$ cat src/hw/rtl/tts_pkg.sv
`timescale 1ns / 1ps
`default_nettype none

package tts_pkg;

    // Store sizes and field widths
    localparam int READY_DEPTH   = 16;
    localparam int PENDING_DEPTH = 16;
    localparam int TIME_BITS     = 48;
    localparam int ID_BITS       = 16;

    // Index and count widths derived from the store sizes
    localparam int RD_AW = $clog2(READY_DEPTH);
    localparam int RD_CW = $clog2(READY_DEPTH + 1);
    localparam int PD_CW = $clog2(PENDING_DEPTH + 1);

    // Request kind
    typedef enum logic {
        KIND_POST = 1'b0,
        KIND_GET  = 1'b1
    } t_kind;

    // Result status codes
    typedef enum logic [2:0] {
        ST_POST_NOW   = 3'd0,
        ST_POST_LATER = 3'd1,
        ST_DROPPED    = 3'd2,
        ST_GIVEN      = 3'd3,
        ST_WAIT       = 3'd4,
        ST_EMPTY      = 3'd5
    } t_status;

    // One pending-list entry
    typedef struct packed {
        logic [TIME_BITS-1:0] due_time;
        logic [ID_BITS-1:0]   task_id;
    } t_entry;

    // Control broadcast to every cell of the pending chain
    typedef struct packed {
        logic   ins;
        logic   drop;
        t_entry entry;
    } t_chain_ctl;

endpackage

`default_nettype wire

$ cat src/hw/rtl/tts_cell.sv
`timescale 1ns / 1ps
`default_nettype none

module tts_cell
    import tts_pkg::*;
(
    input  wire logic       i_clk,
    input  wire t_chain_ctl i_ctl,
    input  wire logic       i_valid,
    input  wire logic       i_ge_left,
    input  wire t_entry     i_left,
    input  wire t_entry     i_right,
    output logic            o_ge,
    output t_entry          o_entry
);

    t_entry r_entry;

    // Entry stays put on insert when it is valid and not later than the new one
    assign o_ge    = i_valid && (r_entry.due_time <= i_ctl.entry.due_time);
    assign o_entry = r_entry;

    // Insert: first later cell takes the new entry, cells behind it shift right.
    // Drop: every cell takes its right neighbor.
    always_ff @(posedge i_clk) begin
        if (i_ctl.ins && !o_ge) begin
            r_entry <= i_ge_left ? i_ctl.entry : i_left;
        end else if (i_ctl.drop) begin
            r_entry <= i_right;
        end
    end

endmodule

`default_nettype wire

$ cat src/hw/rtl/tts_chain.sv
`timescale 1ns / 1ps
`default_nettype none

module tts_chain
    import tts_pkg::*;
(
    input  wire logic       i_clk,
    input  wire logic       i_rst_n,
    input  wire t_chain_ctl i_ctl,
    output t_entry          o_head,
    output logic            o_empty,
    output logic            o_full
);

    logic [PD_CW-1:0] r_count;
    logic [PD_CW-1:0] n_count;

    t_entry w_entry [PENDING_DEPTH];
    logic   w_ge    [PENDING_DEPTH];

    // Row of cells, sorted by due time from cell 0
    for (genvar i = 0; i < PENDING_DEPTH; i++) begin : g_cell
        t_entry w_left;
        t_entry w_right;
        logic   w_ge_left;
        logic   w_valid;

        if (i == 0) begin : g_first
            assign w_left    = '0;
            assign w_ge_left = 1'b1;
        end else begin : g_mid
            assign w_left    = w_entry[i-1];
            assign w_ge_left = w_ge[i-1];
        end

        if (i == PENDING_DEPTH - 1) begin : g_last
            assign w_right = w_entry[i];
        end else begin : g_inner
            assign w_right = w_entry[i+1];
        end

        assign w_valid = PD_CW'(i) < r_count;

        tts_cell u_cell (
            .i_clk     (i_clk),
            .i_ctl     (i_ctl),
            .i_valid   (w_valid),
            .i_ge_left (w_ge_left),
            .i_left    (w_left),
            .i_right   (w_right),
            .o_ge      (w_ge[i]),
            .o_entry   (w_entry[i])
        );
    end

    // Fill count
    always_comb begin
        n_count = r_count;
        if (i_ctl.ins) begin
            n_count = r_count + PD_CW'(1);
        end else if (i_ctl.drop) begin
            n_count = r_count - PD_CW'(1);
        end
    end

    always_ff @(posedge i_clk) begin
        if (!i_rst_n) begin
            r_count <= '0;
        end else begin
            r_count <= n_count;
        end
    end

    assign o_head  = w_entry[0];
    assign o_empty = (r_count == '0);
    assign o_full  = (r_count == PD_CW'(PENDING_DEPTH));

    // Checks
    a_no_overflow: assert property (@(posedge i_clk) disable iff (!i_rst_n)
        i_ctl.ins |-> !o_full)
        else $error("insert into full pending chain");

    a_no_underflow: assert property (@(posedge i_clk) disable iff (!i_rst_n)
        i_ctl.drop |-> !o_empty)
        else $error("drop from empty pending chain");

    a_one_op: assert property (@(posedge i_clk) disable iff (!i_rst_n)
        !(i_ctl.ins && i_ctl.drop))
        else $error("insert and drop in the same cycle");

    a_sorted: assert property (@(posedge i_clk) disable iff (!i_rst_n)
        (r_count >= PD_CW'(2)) |-> (w_entry[0].due_time <= w_entry[1].due_time))
        else $error("pending chain head out of order");

endmodule

`default_nettype wire

$ cat src/hw/rtl/tts_ready_fifo.sv
`timescale 1ns / 1ps
`default_nettype none

module tts_ready_fifo
    import tts_pkg::*;
(
    input  wire logic               i_clk,
    input  wire logic               i_rst_n,
    input  wire logic               i_push,
    input  wire logic [ID_BITS-1:0] i_push_id,
    input  wire logic               i_pop,
    output logic [ID_BITS-1:0]      o_head_id,
    output logic [RD_CW-1:0]        o_count,
    output logic                    o_empty,
    output logic                    o_full
);

    logic [ID_BITS-1:0] r_mem [READY_DEPTH];
    logic [ID_BITS-1:0] r_head_id;
    logic [RD_AW-1:0]   r_head;
    logic [RD_AW-1:0]   r_tail;
    logic [RD_CW-1:0]   r_count;
    logic [RD_AW-1:0]   n_head;
    logic [RD_AW-1:0]   n_tail;

    // Pointer wrap for any depth
    assign n_head = (r_head == RD_AW'(READY_DEPTH - 1)) ? '0 : r_head + RD_AW'(1);
    assign n_tail = (r_tail == RD_AW'(READY_DEPTH - 1)) ? '0 : r_tail + RD_AW'(1);

    // Storage, no reset
    always_ff @(posedge i_clk) begin
        if (i_push) begin
            r_mem[r_tail] <= i_push_id;
        end
    end

    // Head entry, registered read: loaded on push into an empty FIFO or on pop
    always_ff @(posedge i_clk) begin
        if (i_push && (r_count == '0)) begin
            r_head_id <= i_push_id;
        end else if (i_pop) begin
            r_head_id <= r_mem[n_head];
        end
    end

    // Pointers and count
    always_ff @(posedge i_clk) begin
        if (!i_rst_n) begin
            r_head  <= '0;
            r_tail  <= '0;
            r_count <= '0;
        end else begin
            if (i_push) begin
                r_tail  <= n_tail;
                r_count <= r_count + RD_CW'(1);
            end else if (i_pop) begin
                r_head  <= n_head;
                r_count <= r_count - RD_CW'(1);
            end
        end
    end

    assign o_head_id = r_head_id;
    assign o_count   = r_count;
    assign o_empty   = (r_count == '0);
    assign o_full    = (r_count == RD_CW'(READY_DEPTH));

    // Checks
    a_push_ok: assert property (@(posedge i_clk) disable iff (!i_rst_n)
        i_push |-> !o_full)
        else $error("push into full ready FIFO");

    a_pop_ok: assert property (@(posedge i_clk) disable iff (!i_rst_n)
        i_pop |-> !o_empty)
        else $error("pop from empty ready FIFO");

    a_single_op: assert property (@(posedge i_clk) disable iff (!i_rst_n)
        !(i_push && i_pop))
        else $error("push and pop in the same cycle");

endmodule

`default_nettype wire

$ cat src/hw/rtl/timed_task_scheduler_top.sv
`timescale 1ns / 1ps
`default_nettype none

// Timed task scheduler: an immediate FIFO of task ids plus a pending list
// kept sorted by due time in a row of cells (earliest in cell 0).
// Input channel i_valid/o_ready carries one request per transaction: a post
// (i_kind = 0) or a get (i_kind = 1). Output channel o_valid/i_ready returns
// exactly one result per request, in request order.
// A post, or a get that finds the FIFO non-empty, goes from S_IDLE to S_FIN,
// which loads its result into the output register and returns to S_IDLE.
// A get that finds the FIFO empty first passes through S_MOVE, which moves due
// entries from the cell row into the FIFO one at a time over the single
// transfer port between the two stores, until none is due or the FIFO is full.
// One request is in flight at a time; o_ready is high only when idle.
// A finished result sits in the output register; the next request is accepted
// while it waits. If the receiver stalls, the following result is held inside
// and o_ready stays low until the output register frees up.
// Reset (synchronous, active low) empties both stores and drops any result.

module timed_task_scheduler_top
    import tts_pkg::*;
(
    input  wire logic                 i_clk,
    input  wire logic                 i_rst_n,
    input  wire logic                 i_valid,
    output logic                      o_ready,
    input  wire logic                 i_kind,
    input  wire logic [ID_BITS-1:0]   i_task_id,
    input  wire logic                 i_has_due,
    input  wire logic [TIME_BITS-1:0] i_due_time,
    input  wire logic [TIME_BITS-1:0] i_now,
    output logic                      o_valid,
    input  wire logic                 i_ready,
    output logic [2:0]                o_status,
    output logic [ID_BITS-1:0]        o_task_out,
    output logic [TIME_BITS-1:0]      o_wait_time,
    output logic                      o_has_immediate
);

    typedef enum logic [1:0] {
        S_IDLE,
        S_MOVE,
        S_FIN
    } t_state;

    t_state               r_state;
    t_kind                r_kind;
    logic [ID_BITS-1:0]   r_id;
    logic                 r_has_due;
    logic [TIME_BITS-1:0] r_due;
    logic [TIME_BITS-1:0] r_now;
    logic                 r_out_valid;
    t_status              r_status;
    logic [ID_BITS-1:0]   r_task;
    logic [TIME_BITS-1:0] r_wait;
    logic                 r_has_imm;

    // Result of the current request, valid in S_FIN
    t_status              n_status;
    logic [ID_BITS-1:0]   n_task;
    logic [TIME_BITS-1:0] n_wait;
    logic                 n_has_imm;

    logic                 w_out_free;
    logic                 w_commit;
    logic                 w_is_imm;
    logic                 w_move;

    logic                 w_push;
    logic [ID_BITS-1:0]   w_push_id;
    logic                 w_pop;
    logic [ID_BITS-1:0]   w_fifo_head;
    logic [RD_CW-1:0]     w_fifo_count;
    logic                 w_fifo_empty;
    logic                 w_fifo_full;

    t_chain_ctl           w_ctl;
    t_entry               w_pend_head;
    logic                 w_pend_empty;
    logic                 w_pend_full;

    tts_ready_fifo u_fifo (
        .i_clk     (i_clk),
        .i_rst_n   (i_rst_n),
        .i_push    (w_push),
        .i_push_id (w_push_id),
        .i_pop     (w_pop),
        .o_head_id (w_fifo_head),
        .o_count   (w_fifo_count),
        .o_empty   (w_fifo_empty),
        .o_full    (w_fifo_full)
    );

    tts_chain u_chain (
        .i_clk   (i_clk),
        .i_rst_n (i_rst_n),
        .i_ctl   (w_ctl),
        .o_head  (w_pend_head),
        .o_empty (w_pend_empty),
        .o_full  (w_pend_full)
    );

    assign w_out_free = !r_out_valid || i_ready;
    assign w_commit   = (r_state == S_FIN) && w_out_free;
    assign w_is_imm   = !r_has_due || (r_due < r_now);
    assign w_move     = !w_pend_empty && (w_pend_head.due_time <= r_now) && !w_fifo_full;

    // Store operations and result of the request
    always_comb begin
        w_push          = 1'b0;
        w_push_id       = r_id;
        w_pop           = 1'b0;
        w_ctl.ins       = 1'b0;
        w_ctl.drop      = 1'b0;
        w_ctl.entry     = '{due_time: r_due, task_id: r_id};
        n_status        = ST_EMPTY;
        n_task          = '0;
        n_wait          = '0;
        n_has_imm       = !w_fifo_empty;

        case (r_state)
            S_MOVE: begin
                // Move one due entry from the head of the row into the FIFO
                if (w_move) begin
                    w_push     = 1'b1;
                    w_push_id  = w_pend_head.task_id;
                    w_ctl.drop = 1'b1;
                end
            end
            S_FIN: begin
                if (r_kind == KIND_POST) begin
                    if (w_is_imm) begin
                        if (w_fifo_full) begin
                            n_status = ST_DROPPED;
                        end else begin
                            n_status  = ST_POST_NOW;
                            n_has_imm = 1'b1;
                            w_push    = w_commit;
                        end
                    end else begin
                        if (w_pend_full) begin
                            n_status = ST_DROPPED;
                        end else begin
                            n_status  = ST_POST_LATER;
                            w_ctl.ins = w_commit;
                        end
                    end
                end else begin
                    if (!w_fifo_empty) begin
                        n_status  = ST_GIVEN;
                        n_task    = w_fifo_head;
                        n_has_imm = w_fifo_count > RD_CW'(1);
                        w_pop     = w_commit;
                    end else if (!w_pend_empty) begin
                        n_status = ST_WAIT;
                        n_wait   = w_pend_head.due_time - r_now;
                    end else begin
                        n_status = ST_EMPTY;
                    end
                end
            end
            default: begin
            end
        endcase
    end

    // Sequencer and output register
    always_ff @(posedge i_clk) begin
        if (!i_rst_n) begin
            r_state     <= S_IDLE;
            r_out_valid <= 1'b0;
        end else begin
            if (r_out_valid && i_ready && !w_commit) begin
                r_out_valid <= 1'b0;
            end

            case (r_state)
                S_IDLE: begin
                    if (i_valid) begin
                        r_kind    <= t_kind'(i_kind);
                        r_id      <= i_task_id;
                        r_has_due <= i_has_due;
                        r_due     <= i_due_time;
                        r_now     <= i_now;
                        if ((t_kind'(i_kind) == KIND_GET) && w_fifo_empty) begin
                            r_state <= S_MOVE;
                        end else begin
                            r_state <= S_FIN;
                        end
                    end
                end
                S_MOVE: begin
                    if (!w_move) begin
                        r_state <= S_FIN;
                    end
                end
                S_FIN: begin
                    if (w_out_free) begin
                        r_out_valid <= 1'b1;
                        r_status    <= n_status;
                        r_task      <= n_task;
                        r_wait      <= n_wait;
                        r_has_imm   <= n_has_imm;
                        r_state     <= S_IDLE;
                    end
                end
                default: begin
                    r_state <= S_IDLE;
                end
            endcase
        end
    end

    assign o_ready         = (r_state == S_IDLE);
    assign o_valid         = r_out_valid;
    assign o_status        = r_status;
    assign o_task_out      = r_task;
    assign o_wait_time     = r_wait;
    assign o_has_immediate = r_has_imm;

    // Checks
    a_move_only_on_empty: assert property (@(posedge i_clk) disable iff (!i_rst_n)
        (r_state == S_IDLE) && i_valid && (t_kind'(i_kind) == KIND_GET) && w_fifo_empty
        |=> (r_state == S_MOVE))
        else $error("get with empty FIFO skipped the move phase");

    a_commit_loads_output: assert property (@(posedge i_clk) disable iff (!i_rst_n)
        w_commit |=> r_out_valid && (r_state == S_IDLE))
        else $error("finished request did not reach the output register");

    a_given_has_task: assert property (@(posedge i_clk) disable iff (!i_rst_n)
        w_commit && (n_status == ST_GIVEN) |-> !w_fifo_empty)
        else $error("task given from empty FIFO");

endmodule

`default_nettype wire

$ cat config.mk
export PLATFORM = sky130hd
export DESIGN_NAME = timed_task_scheduler_top
export DESIGN_NICKNAME = d
export VERILOG_FILES = /design/src/hw/rtl/tts_pkg.sv /design/src/hw/rtl/tts_cell.sv /design/src/hw/rtl/tts_chain.sv /design/src/hw/rtl/tts_ready_fifo.sv /design/src/hw/rtl/timed_task_scheduler_top.sv
export SDC_FILE = /design/constraint.sdc
export NUM_CORES = 2
export LEC_CHECK = 0
export BUFFER_PORTS_ARGS = -buffer_cell sky130_fd_sc_hd__buf_2
export CORE_UTILIZATION = 45
export CTS_BUF_LIST = sky130_fd_sc_hd__clkbuf_8
export CTS_CLUSTER_SIZE = 24
export DETAILED_ROUTE_END_ITERATION = 12
export PLACE_DENSITY = 0.64
export SLEW_MARGIN = 10
export SYNTH_ARGS = -nofsm -noshare
export SYNTH_HDL_FRONTEND = slang
export SYNTH_SLANG_ARGS = --single-unit
$ cat constraint.sdc
create_clock -name i_clk -period 7.8 [get_ports i_clk]
set_input_delay 1.17 -clock i_clk [delete_from_list [all_inputs] [get_ports i_clk]]
set_output_delay 1.17 -clock i_clk [all_outputs]
set_load 0.05 [all_outputs]
==> flow_summary.toml <==
[power]
pwr_density_cell_mw_per_mm2 = 187
power_mw = 18.9
ir_worst_vdd_uv = 159
p_leak_nw = 40.1

[timing]
fmax_mhz = 134
fin_setup_tns_ns = 0
fin_crit_sh = 0.960
slew_viol_final = 0
maxSlewHeadroom = 0.0721
rsz0062_at_grt = "false"
worst_pin_slew_ns = 1.38
post-route-min-period_ns = 7.49
hold_viol_final = 0
setup_viol = 0
fin_skew_ns = 0.111

[yosys]
yosysTopAreaCellShare = 0.483
ys_types = 96
synth_area_leaders = "edfxtp_1 (48%), ha_1 (12%), mux2i_1 (7.5%), a21oi_1 (5.3%), mux2_2 (4.4%)"
synth_edf_count = 1478
ys.flop_type = "edfxtp_1"
yosysTopAreaCell = "edfxtp_1"
avgSynthCellArea_um2 = 11.7
syn_inst = 7852
syn_nets = 8848
ys_seq_area_frac = 0.487
synthArstFlopShare = 0
synth_warnings = 0
ys_ff_latch = 1499
syn_area_mm2 = 0.0919

[min_path]
min_from = "i_now[38]"
hp-class = "input pin to flop"
hold_end = "r_now[38]$_DFFE_PP_"
hold_depth = 1

[floorplan]
fp.dieH_um = 454
die_x_um = 454
core_mm2 = 0.203
start_util = 0.454
num_io_pins = 188
std_cell_rows = 165
die_area_mm2 = 0.206

[status]
status = "finished clean"

[critical_path]
timing.critical_path.cells = "ha_1 > nand2_1 > o21a_1 > o221ai_1 > o2111ai_1 > a41oi_2 > o211a_1 > nand2_4 > nor3_2 > buf_4 > buf_4 > mux2i_1"
cp_num_buf_inv = 2
critPathKind = "flop to flop"
ff2ff_setup_slack_ns = 0.31
crit_path_start_kind = "flop"
cp-end-kind = "flop"
cp_common_cell = "buf_4"
crit_family = "compound AO/OA/AOI/OAI gates"
required_ns = 8.57
crit_arrival_ns = 8.26
reg2reg_depth = 12
rr_endpoint = "u_chain.g_cell[7].u_cell.o_entry[16]$_DFFE_PP_"
slowest_delay_ns = 0.90
crit_fanout = 54
timing.rr.start = "r_due[19]$_DFFE_PP_"
cp_slowest_cell = "o221ai_1"

[clock_tree]
cts_root_buf = "clkbuf_8"
cts_buffer_depth = 4
cts_tree = "yes"
cts_htree_levels = 5
clock_latency_ns = 1.10
clk_pin_slew_ns = 0.06
ctsHoldBuffers = 0
cts.sinks = 1499
post_cts_resized = 0
cts_setup_buffers = 0
cts_buffers = 291

[detailed_routing]
ant_nets = 0
routed_wl_um = 305000
dr_total_vias = 68900
dr.pass1.iters = 5
wl_per_cell_um = 28.1
drt-initial-drc-count = 7630
drc_errors = 0
viasPerCell = 6.35

[global_route]
grt_pass1_vias = 69400
grt_pass1_wl_um = 447000
track_usage = 0.291
antenna_found_initial = 17
grt_max_degree = 137
grt_overflow = 0

[layout]
layout_common_cells = "edfxtp_1 (1,478), a21oi_1 (979), ha_1 (876), mux2i_1 (686), o21ai_0 (581)"
final_common_cell = "edfxtp_1"
fin_util = 0.499
layout-drive-gt1-share = 0.156
final_nets = 8999
area_growth_pct = 9.91

[placement]
gp_congestion = 0.997
dp_hpwl_um = 213000
portBuffers = 187

[run]
timing.max_cap.violations = 0
==> state kept, by name (all words and copies together), names as in the netlist <==
register                       count
r_kind                             1
o_status                           3
r_state                            2
o_valid                            1
r_has_due                          1
o_task_out                        16
u_fifo.r_mem                     256
o_has_immediate                    1
o_wait_time                       48
u_fifo.r_tail                      4
u_chain.g_cell.u_cell.o_entry   1024
r_due                             48
r_id                              16
u_fifo.r_head                      4
u_chain.r_count                    5
u_fifo.o_head_id                  16
u_fifo.o_count                     5
r_now                             48
==> worst max-delay path by stage <==
| stage | from | endpoint | slack (ns) | cells past startpoint |
|---|---|---|---|---|
| floorplan | r_due[47]$_DFFE_PP_ | u_chain.g_cell[9].u_cell.o_entry[0]$_DFFE_PP_ | 0.40 | 10 |
| global placement | r_due[17]$_DFFE_PP_ | u_chain.g_cell[7].u_cell.o_entry[19]$_DFFE_PP_ | 0.63 | 12 |
| detailed placement | r_due[18]$_DFFE_PP_ | u_chain.g_cell[7].u_cell.o_entry[16]$_DFFE_PP_ | 0.64 | 12 |
| CTS | r_due[17]$_DFFE_PP_ | u_chain.g_cell[7].u_cell.o_entry[16]$_DFFE_PP_ | 0.64 | 12 |
| global route | r_due[19]$_DFFE_PP_ | u_chain.g_cell[7].u_cell.o_entry[16]$_DFFE_PP_ | 0.14 | 12 |
| finish | r_due[19]$_DFFE_PP_ | u_chain.g_cell[7].u_cell.o_entry[16]$_DFFE_PP_ | 0.31 | 12 |
==> metrics by stage <==
step,hold slack [ns],std cells,area (um2),worst slack (ns)
2_1_floorplan,0.463,7852,91900,0.404
3_3_place_gp,0.475,10400,96000,0.634
3_5_place_dp,0.488,10400,96100,0.643
4_1_cts,0.175,10900,101000,0.642
5_1_grt,0.203,10900,101000,0.142
6_report,0.248,10900,101000,0.314
==> cells in the mapped netlist, types with 12 or more instances <==
master,count
mux2_2,361
o211ai_1,106
buf_2,186
mux2i_1,686
xor2_1,18
and2_1,35
buf_4,18
nand4_1,189
o21a_1,46
mux4_2,80
mux2_1,16
a21o_1,280
and3_1,12
nor2_1,246
inv_1,203
nor2b_1,40
nor4_1,31
nand2_1,376
nand2b_1,33
a31oi_1,166
nand3_1,114
a211oi_1,36
mux2_4,19
xnor2_1,19
o21bai_1,12
ha_1,877
clkbuf_1,277
o21ai_0,587
a21oi_1,981
buf_1,30
nor3_1,65
dfxtp_1,21
edfxtp_1,1478
==> metal layers <==
layer,up-vias,part of all wire,global-route usage
li1,30800,-,-
met2,3351,0.46,0.467
met4,10,0.049,0.141
met3,763,0.092,0.0722
met1,34000,0.40,0.366
met5,-,0.00031,0
==> kinds of logic (layout without fill, tap and decap cells) <==
kind of cell	count (synthesis)	after routing	synth area share
AOI/OAI and AO/OA	2336	2336	0.148
xor gates and xnor gates	37	37	0.00353
adders and majority gates	878	878	0.120
buffers and inverters	726	1059	0.0335
DFF	1499	1499	0.487
muxes	1162	1162	0.144
other	0	6	0
and+or+nand+nor	1214	1214	0.0646
==> worst reg2reg max path: stages, from the launching register on <==
cell and delay [ns]:
edfxtp_1 0.75, ha_1 0.48, nand2_1 0.08, o21a_1 0.17
o221ai_1 0.90, o2111ai_1 0.77, a41oi_2 0.80, o211a_1 0.66
nand2_4 0.64, nor3_2 0.41, buf_4 0.53, buf_4 0.77
mux2i_1 0.29
==> power by group <==
| group | internal (mW) | switching (mW) |
|---|---|---|
| Clock | 3.65 | 3.50 |
| Combinational | 0.805 | 1.58 |
| Sequential | 9.13 | 0.206 |
| Total | 13.6 | 5.29 |
==> final cells by class <==
cell class,count,area (um2)
Clock buffer,302,4160
Fill cell,17800,102000
Sequential cell,1499,44800
Multi-Input combinational cell,5627,44600
Timing Repair Buffer,380,2570
Inverter,204,766
Tap cell,2672,3340
Antenna cell,6,15.0
Clock inverter,173,787
Power figures use the tool's default switching activity.
